## config.mk

```make
export PLATFORM = sky130hd
export DESIGN_NAME = mdseg_div
export DESIGN_NICKNAME = d
export VERILOG_FILES = /design/src/hdl/mdseg_pkg.sv /design/src/hdl/mdseg_div.sv
export SDC_FILE = /design/constraint.sdc
export NUM_CORES = 1
export LEC_CHECK = 0
export BUFFER_PORTS_ARGS = -buffer_cell sky130_fd_sc_hd__buf_2
export CORE_ASPECT_RATIO = 0.7
export CORE_MARGIN = 1
export CORE_UTILIZATION = 50
export DETAILED_ROUTE_END_ITERATION = 7
export PLACE_DENSITY = 0.71
export RECOVER_POWER = 100
export SYNTH_ARGS = -nofsm -noshare
export SYNTH_HDL_FRONTEND = slang
export SYNTH_SLANG_ARGS = --single-unit
```

## constraint.sdc

```tcl
create_clock -name clk -period 7.6 [get_ports clk]
set_input_delay 1.14 -clock clk [delete_from_list [all_inputs] [get_ports clk]]
set_output_delay 1.14 -clock clk [all_outputs]
set_load 0.005 [all_outputs]
```

## src/hdl/mdseg_pkg.sv

```systemverilog
`timescale 1ns / 1ps

package mdseg_pkg;

	localparam int CHROM_W  = 8;
	localparam int READ_W   = 16;
	localparam int CLASS_W  = 2;
	localparam int DESERT_W = 32;
	localparam int SUM_W    = 36;

	localparam logic [DESERT_W-1:0] DESERT_RST  = 32'd1000;
	localparam logic [SUM_W-1:0]    MIN_SUM_RST = 36'd262144;
	localparam logic [SUM_W-1:0]    SUM_MAX     = '1;
	localparam logic [CLASS_W-1:0]  CLASS_LOW   = 2'd0;

	typedef enum logic {
		OP_SITE  = 1'b0,
		OP_FLUSH = 1'b1
	} opcode_t;

	typedef enum logic {
		CFG_DESERT  = 1'b0,
		CFG_MIN_SUM = 1'b1
	} cfg_idx_t;

	typedef enum logic [2:0] {
		ST_IDLE = 3'b001,
		ST_DIV  = 3'b010,
		ST_UPD  = 3'b100
	} state_t;

	typedef struct packed {
		logic              start;
		logic [READ_W-1:0] meth;
		logic [READ_W-1:0] total;
	} div_req_t;

endpackage

```

## src/hdl/mdseg_div.sv

```systemverilog
`timescale 1ns / 1ps

module mdseg_div import mdseg_pkg::*; #(
	parameter int FRACTION_BITS = 16
) (
	input  logic                   clk,
	input  logic                   arst_n,
	input  div_req_t               req,
	output logic                   busy,
	output logic [FRACTION_BITS:0] quot
);

	localparam int CNT_W = $clog2(FRACTION_BITS + 1);

	logic                   busy_q;
	logic [CNT_W-1:0]       cnt_q;
	logic [READ_W-1:0]      rem_q;
	logic [READ_W-1:0]      total_q;
	logic [FRACTION_BITS:0] quot_q;

	logic [READ_W-1:0] meth_c;
	logic              int_bit;
	logic [READ_W-1:0] rem_init;
	logic [READ_W:0]   rem2;
	logic [READ_W:0]   diff;
	logic              ge;
	logic [READ_W-1:0] rem_nxt;

	always_comb begin
		// excess methylated reads count as full coverage
		meth_c   = (req.meth > req.total) ? req.total : req.meth;
		int_bit  = (meth_c == req.total);
		rem_init = int_bit ? '0 : meth_c;
		rem2     = {rem_q, 1'b0};
		diff     = rem2 - {1'b0, total_q};
		ge       = (rem2 >= {1'b0, total_q});
		rem_nxt  = ge ? diff[READ_W-1:0] : rem2[READ_W-1:0];
	end

	always_ff @(posedge clk or negedge arst_n) begin
		if (!arst_n) begin
			busy_q <= 1'b0;
			cnt_q  <= '0;
		end else if (req.start) begin
			busy_q <= 1'b1;
			cnt_q  <= CNT_W'(FRACTION_BITS);
		end else if (busy_q) begin
			cnt_q <= cnt_q - 1'b1;
			if (cnt_q == CNT_W'(1)) begin
				busy_q <= 1'b0;
			end
		end
	end

	// one quotient bit per cycle, restoring
	always_ff @(posedge clk) begin
		if (req.start) begin
			rem_q   <= rem_init;
			total_q <= req.total;
			quot_q  <= {{FRACTION_BITS{1'b0}}, int_bit};
		end else if (busy_q) begin
			rem_q  <= rem_nxt;
			quot_q <= {quot_q[FRACTION_BITS-1:0], ge};
		end
	end

	assign busy = busy_q;
	assign quot = quot_q;

endmodule

```

==> impl_summary.txt, run 1 <==
----------------------------------------------------
[Outcome]
  Outcome ... finished, violations left
  Violations in the final reports ... capacitance limit, slew limit

[Critical path]
  Worst-path fanout max ... between 50 and 60
  Critical Path RT ... between 7000 and 8000 ps
  Endpoint type of the worst setup path ... register
  Data arrival time of the worst path ... roughly 5000 ps
  CP Class ... in2reg
  Type of origin of the critical path ... input port

[Clock network]
  Latest clock arrival within the worst-skew pair ... 320 ps
  CTS H-Tree Depth ... 2
  Cts bufs inserted ... 5
  Buffer count from post-CTS setup fixing ... 0
  Buffer type at the clock tree root ... clkbuf_8
  CTS tree ... yes
  Number of sinks handled by clock tree synthesis ... between 50 and 60
  Resize count post-CTS ... 0
  Maximum clock path buffer count ... 2
  # hold bufs at CTS ... 0
  CTS clk-pin slew, worst paths ... roughly 110 ps

[Timing]
  Final count of negative-setup-slack endpoints ... 0
  Worst-margin pin slew ... approximately 2400 ps
  Worst clock skew on the final layout ... ~11 ps
  RSZ-0062 raised after global routing ... false
  Worst rel slew slack ... -61.58%
  Final worst path period need ... just under 5000 ps
  Final slew viol count ... between 50 and 60
  Setup TNS after final layout ... 0 ps
  Highest Clock Rate ... between 200 and 250 MHz
  Crit path setup slack, layout ... around 2700 ps
  Number of hold-slack violations in the final timing report ... 0
  Post-route clock period utilization ... between 60% and 70%

[Job]
  Max Cap Viol ... 1

[Logic synthesis]
  Syn Inst Count ... 360
  Cell type with the largest total area after synthesis ... edfxtp_1
  Syn_nets ... between 400 and 500
  Fraction of the mapped netlist area in compound gates ... between 10% and 20%
  Synthesis-stage register bit count ... 55
  Count of synthesis-stage warnings from yosys ... 0
  Synthesized-area fraction occupied by adder cells ... about an eighth
  Post-synth top flop ... edfxtp_1
  Share of the synthesized area in the top cell type ... between 20% and 30%
  Number of synthesized flops with an enable pin ... 33
  Synth cell types ... 53
  Share of the synthesized netlist area taken by xor and xnor gates ... under 10%
  Netlist area before placement ... between 3000 and 4000 sq um
  Main combinational cell family by area after synthesis ... compound AO/OA/AOI/OAI gates
  Mux cell area share after synthesis ... 8.138%
  Async set-or-reset flop fraction in the synthesized netlist ... between 10% and 20%
  Sequential element share of the synthesized area ... between 40 and 50%
  Per-instance average area after synthesis ... 9.951 sq um
  Leading cell types by total area after synthesis ... edfxtp_1 (28%), ha_1 (12%), dfxtp_1 (8.9%)
  Simple-gate share of the synthesized area ... roughly an eighth

[Place]
  Number of buffers inserted by port buffering ... 52
  Post-Place Worst Slack ... between 4000 and 5000 ps
  Post-detail-place hpwl ... 5924 um
  Placer Congestion ... slightly below 0.8

[Route]
  Pre-Repair DR Iteration Count ... 4
  Count of nets left with antenna violations after detail routing ... 0
  Number of vias in the routed layout ... roughly 2700
  Post-route DRC ... 0
  Wire length reported by the detailed router ... a little under 8000 um
  Vias per cell ... 5.355
  Routed wirelength normalized by instance count ... 15.26 um
  Violation count after the first detailed-routing iteration ... ~140

[Finish]
  Antenna Diode Count ... 0
  Area growth from synthesis to final layout ... 10.41%
  Commonest non-fill, non-tap cell in the layout ... inv_1
  Fraction of layout instances using a drive strength above 1 ... between 10% and 20%
  Nets ... 482
  Most frequent cells in the layout ... inv_1 (44), ha_1 (34), nor2_1 (33), buf_2 (33), edfxtp_1 (33)

[Pwr]
  Clock Power Share ... 15.0%
  Switching part of the total ... between 30 and 40%
  Largest voltage drop on the vdd net ... ~110 uV
  Sequential share of power ... 37.5%
  Static Leak ... between 1.5 and 2 nW
  Power per cell area ... 294.1 nW/um^2
  Power share of the combinational group ... 47.5%
  Int Power ... roughly 0.00071 W
  Power dissipated by switching net loads ... approximately 0.00046 W

[Floorplanning]
  Die Span X ... a little over 100 um
  Placeable core region ... approximately 6900 sq um
  Cell row count ... 25
  Overall die area ... 7512 sq um
  Boundary Pins ... 53
  Die Ht ... between 70 and 80 um
  Initial core utilization ... a little over half

[Global route]
  Final global-route overflow total ... 0
  Antenna violations before repair ... 0
  Overall routing resource usage ... approximately 22%
  Number of global-route vias before repair ... around 2500
  Global-route wire length before repair ... 12420 um
  Pin count of the biggest net entering global routing ... 53

[Min path]
  Type of the most critical hold path ... reg2reg

----------------------------------------------------
==> synth_stat cells, types with 5 or more instances <==
library cell  count
o21ai_0          14
nand4_1          10
edfxtp_1         33
mux2i_1          28
nor4_1            5
a21o_1            8
inv_1            43
nor2_1           33
a21oi_1          16
nand2_1          24
xnor2_1          26
dfxtp_1          16
ha_1             34
dfrtp_1           6
==> final cells by class <==
class                      instances  area, sq um
inverter                          44        165.2
tap                               94        117.6
clock inverter                     3        26.28
timing repair buffer              54        244.0
fill                             594         2895
sequential                        55         1461
clock buffer                       5        68.82
multi-input combinational        252         1872
==> layer usage <==
| metal | up-vias | global-route usage [%] | share of wire, % |
|---|---|---|---|
| met5 | - | 0 | 0 |
| met4 | 0 | 4.538 | 0.32 |
| met3 | 2 | 3.736 | 6.1 |
| met2 | 71 | 30.52 | 40 |
| met1 | 1266 | 35.64 | 53 |
| li1 | 1376 | - | - |
==> stage by stage <==
stage / area, sq um / power (W) / hold slack, ps / utilization [%] / std cells
after detailed placement: 3897 / 0.0009940 / 490.8 / 56.89 / 499
after CTS: 3993 / 0.001169 / 517.3 / 58.28 / 507
after floorplan: 3582 / 0.0008885 / 485.4 / - / 360
final: 3955 / 0.001163 / 510.0 / 57.74 / 507
after global placement: 3897 / 0.0009752 / 467.4 / 56.89 / 499
after global routing: 3955 / 0.001244 / 533.0 / 57.74 / 507
==> power by group through the flow <==
| stage | clock (W) | combinational, W | sequential [W] |
|---|---|---|---|
| 2_1_floorplan | 0 | 0.000461 | 0.000427 |
| 3_3_place_gp | 0 | 0.000535 | 0.000440 |
| 3_5_place_dp | 0 | 0.000552 | 0.000442 |
| 4_1_cts | 0.000177 | 0.000557 | 0.000435 |
| 5_1_grt | 0.000186 | 0.000614 | 0.000444 |
| 6_report | 0.000175 | 0.000553 | 0.000436 |
==> flip-flops by register name, indices dropped and copies added (netlist names) <==
register  flops
total_q      16
quot         17
rem_q        16
busy          1
cnt_q         5
==> worst paths after layout <==
check,startpoint,to,slack (ps),depth (start not counted)
setup reg to reg,rem_q[7],rem_q[11],4420,7
max in group asynchronous,arst_n,cnt_q[3],6680,1
hold / removal,quot[16],quot[16],510,2
setup / recovery,req[32],rem_q[10],2730,7
min in group asynchronous,arst_n,cnt_q[0],680,1
hold reg to reg,quot[16],quot[16],510,2
==> critical path: stages <==
cell      delay, ps
buf_2            70
clkbuf_1       1720
inv_1           710
nor4_1          440
clkbuf_1        560
nand2_1         140
o311ai_0        150
==> kinds of logic (layout without fill, tap and decap cells) <==
family / after synthesis / count (layout)
and+or+nand+nor: 91 / 91
AOI/OAI and AO/OA: 67 / 67
DFF: 55 / 55
buffers and inverters: 53 / 106
adders and majority gates: 35 / 35
xor gates and xnor gates: 30 / 30
muxes: 29 / 29
Note: power is estimated with default switching activity, not from simulation.
==> run 2, diff against run 1 <==
Settings changed: ABC_AREA set to 1.
Clock period 7.6 ns to 4.55 ns, I/O delays scaled along.
==> impl_summary.txt, run 2 <==
----------------------------------------------------
[Outcome]
  Outcome ... completed

[Route]
  Pre-Repair DR Iteration Count ... 5
  Routed wirelength normalized by instance count ... ~14 um
  Count of nets left with antenna violations after detail routing ... 0
  Violation count after the first detailed-routing iteration ... ~220
  Vias per cell ... between 5 and 6
  Wire length reported by the detailed router ... 8919 um
  Number of vias in the routed layout ... about 3400
  Post-route DRC ... 0

[Clock network]
  Buffer type at the clock tree root ... clkbuf_8
  Resize count post-CTS ... 0
  Latest clock arrival within the worst-skew pair ... 300 ps
  CTS H-Tree Depth ... 2
  # hold bufs at CTS ... 0
  CTS clk-pin slew, worst paths ... around 100 ps
  Cts bufs inserted ... 5
  Number of sinks handled by clock tree synthesis ... 55
  Buffer count from post-CTS setup fixing ... 0
  CTS tree ... yes
  Maximum clock path buffer count ... 2

[Finish]
  Filler Cell Count ... 715
  Largest register FFs ... 17
  Fraction of layout instances using a drive strength above 1 ... approximately 5.3%
  Nets ... approximately 620
  Most frequent cells in the layout ... nand2_1 (106), inv_1 (83), nand3_1 (45)
  Area growth from synthesis to final layout ... 8.304%
  Antenna Diode Count ... 0
  Post-route cell area ... 4210 sq um
  Commonest non-fill, non-tap cell in the layout ... nand2_1
  Number of standard cells in the layout, taps in and fillers out ... 647

[Critical path]
  Endpoint type of the worst setup path ... register
  Worst reg2reg endpoint ... rem_q[12]
  Bufs and invs on worst path ... 2
  CP most frequent cell ... nand2_1
  Reg-to-reg setup timing slack ... 1430 ps
  Register-to-Register Path Depth ... 12
  Family with the most delay on the worst path ... simple AND/OR/NAND/NOR gates
  Ordered cell list for the critical path ... clkbuf_1 > inv_1 > ha_1 > nand2_1 > nor3_2 > nand2_1 > nand2_2 > nand2_2 > nand3_1 > nand2_1 > nor2_1 > nand2_1 > nor2_2 > nand2_1 > nand2_1 > nand2_1
  Depth of the critical timing path with buffers and inverters included ... 16
  Crit path launch ... req[15]
  Largest stage delay, worst path ... about 550 ps
  Reg-to-Reg Start ... rem_q[5]
  Data arrival time of the worst path ... around 3700 ps
  Worst-path fanout max ... 64
  Critical Path RT ... approximately 4600 ps
  Cell with the largest stage delay on the worst path ... nand2_2
  CP Class ... in2reg
  Type of origin of the critical path ... input port
  Last element of the critical path ... rem_q[8]

[Floorplanning]
  Overall die area ... 8137 sq um
  Die Ht ... roughly 76 um
  Cell row count ... 26
  Die Span X ... roughly 110 um
  Boundary Pins ... 53
  Placeable core region ... 7417 sq um
  Initial core utilization ... between 50 and 60%

[Place]
  Placer Congestion ... approximately 0.97
  Cell Area, Placed ... about 4200 sq um
  Post-detail-place hpwl ... approximately 7000 um
  Cell Count Post-Placement ... roughly 640
  Post-Place Worst Slack ... between 1000 and 1500 ps
  Number of buffers inserted by port buffering ... between 50 and 60

[Global route]
  Global-route wire length before repair ... ~14000 um
  Overall routing resource usage ... a little under a quarter
  Final global-route overflow total ... 0
  Number of global-route vias before repair ... roughly 2900
  Antenna violations before repair ... 0
  Pin count of the biggest net entering global routing ... 65

[Timing]
  Crit path setup slack, layout ... a little over 900 ps
  Number of hold-slack violations in the final timing report ... 0
  RSZ-0062 raised after global routing ... false
  Post-route clock period utilization ... approximately four fifths
  Worst rel slew slack ... approximately 2.7%
  Setup TNS after final layout ... 0 ps
  Worst clock skew on the final layout ... 7.302 ps
  Worst-margin pin slew ... roughly 1500 ps
  Final slew viol count ... 0
  Final count of negative-setup-slack endpoints ... 0
  Final worst path period need ... 3615 ps
  Highest Clock Rate ... ~280 MHz

[Logic synthesis]
  Simple-gate share of the synthesized area ... approximately 22%
  Syn_nets ... 575
  Synthesized-area fraction occupied by adder cells ... 11.46%
  Share of the synthesized area in the top cell type ... around 25%
  Share of the synthesized netlist area taken by xor and xnor gates ... approximately 3.2%
  Leading cell types by total area after synthesis ... edfxtp_1 (25%), ha_1 (11%), nand2_1 (10%)
  Count of synthesis-stage warnings from yosys ... 0
  Post-synth top flop ... edfxtp_1
  Syn Inst Count ... 505
  Cell type with the largest total area after synthesis ... edfxtp_1
  Synth cell types ... 34
  Main combinational cell family by area after synthesis ... simple AND/OR/NAND/NOR gates
  Most numerous cell types in the synthesized netlist ... nand2_1 (105), inv_1 (83), nand3_1 (45), nor2_1 (41), ha_1 (34)
  Most frequent cell after synthesis ... nand2_1
  Number of synthesized flops with an enable pin ... 33
  Mux cell area share after synthesis ... 0%
  Netlist area before placement ... roughly 3900 sq um
  Per-instance average area after synthesis ... between 7 and 8 sq um
  Async set-or-reset flop fraction in the synthesized netlist ... between 10% and 20%
  Fraction of the mapped netlist area in compound gates ... around 15%
  Sequential element share of the synthesized area ... around 38%
  Synthesis-stage register bit count ... 55

[Min path]
  Type of the most critical hold path ... in2async

[Pwr]
  Static Leak ... 1.991 nW
  Power per cell area ... around 460 nW/um^2
  Largest voltage drop on the vdd net ... approximately 190 uV
  Overall power consumption ... a little under 0.002 W

[Job]
  Max Cap Viol ... 0

----------------------------------------------------
run 2: cell types whose count changed after synthesis, sizes merged, moves of 5 or more:
cell    delta
nand2     +84
nand3     +41
inv       +39
mux2i     -28
xnor2     -20
a211oi    +16
o22ai     +15
a21oi     +14
nor2      +10
nand4      -6
o211ai     +6
a21o       -5
nor4       -5
run 2: through the flow:
step	util (%)	hold WS [ps]
after CTS	57.47	175.9
after global routing	56.76	248.8
after floorplan	-	386.9
final	56.76	242.5
after detailed placement	56.29	441.7
after global placement	56.29	437.4
run 2: cells by family (layout without fill, tap and decap cells):
group	after synthesis	in the layout
buf+inv	100	144
xor+xnor	14	14
flops	55	55
compound gates	97	97
simple gates	204	204
fa+ha+maj	35	35
run 2: routing by layer:
metal	up-vias	global-route usage [%]	share of wire (%)
met2	123	32.76	40
met5	-	0	0
li1	1786	-	-
met3	5	3.507	6.9
met4	0	2.740	0.57
met1	1477	36.84	53
run 2: area by class of cell:
class	instances	area [sq um]	area share, %
multi-input combinational	350	2008	47.70
sequential	55	1461	34.71
inverter	84	315.3	7.489
timing repair buffer	52	215.2	5.111
tap	98	122.6	2.912
clock buffer	5	68.82	1.634
clock inverter	3	18.77	0.4458
run 2: worst min path at each step:
stage                    end  slack (ps)  cells after the start
floorplan               busy         390                      0
global placement    quot[16]         440                      2
detailed placement  quot[16]         440                      2
CTS                     busy         180                      1
global route            busy         250                      1
finish                  busy         240                      1
run 2: report_power, final:
| part | switching, W | total (W) | internal, W |
|---|---|---|---|
| sequential | 0.0000569 | 0.000714 | 0.000657 |
| clock | 0.000154 | 0.000262 | 0.000108 |
| combinational | 0.000593 | 0.000952 | 0.000359 |
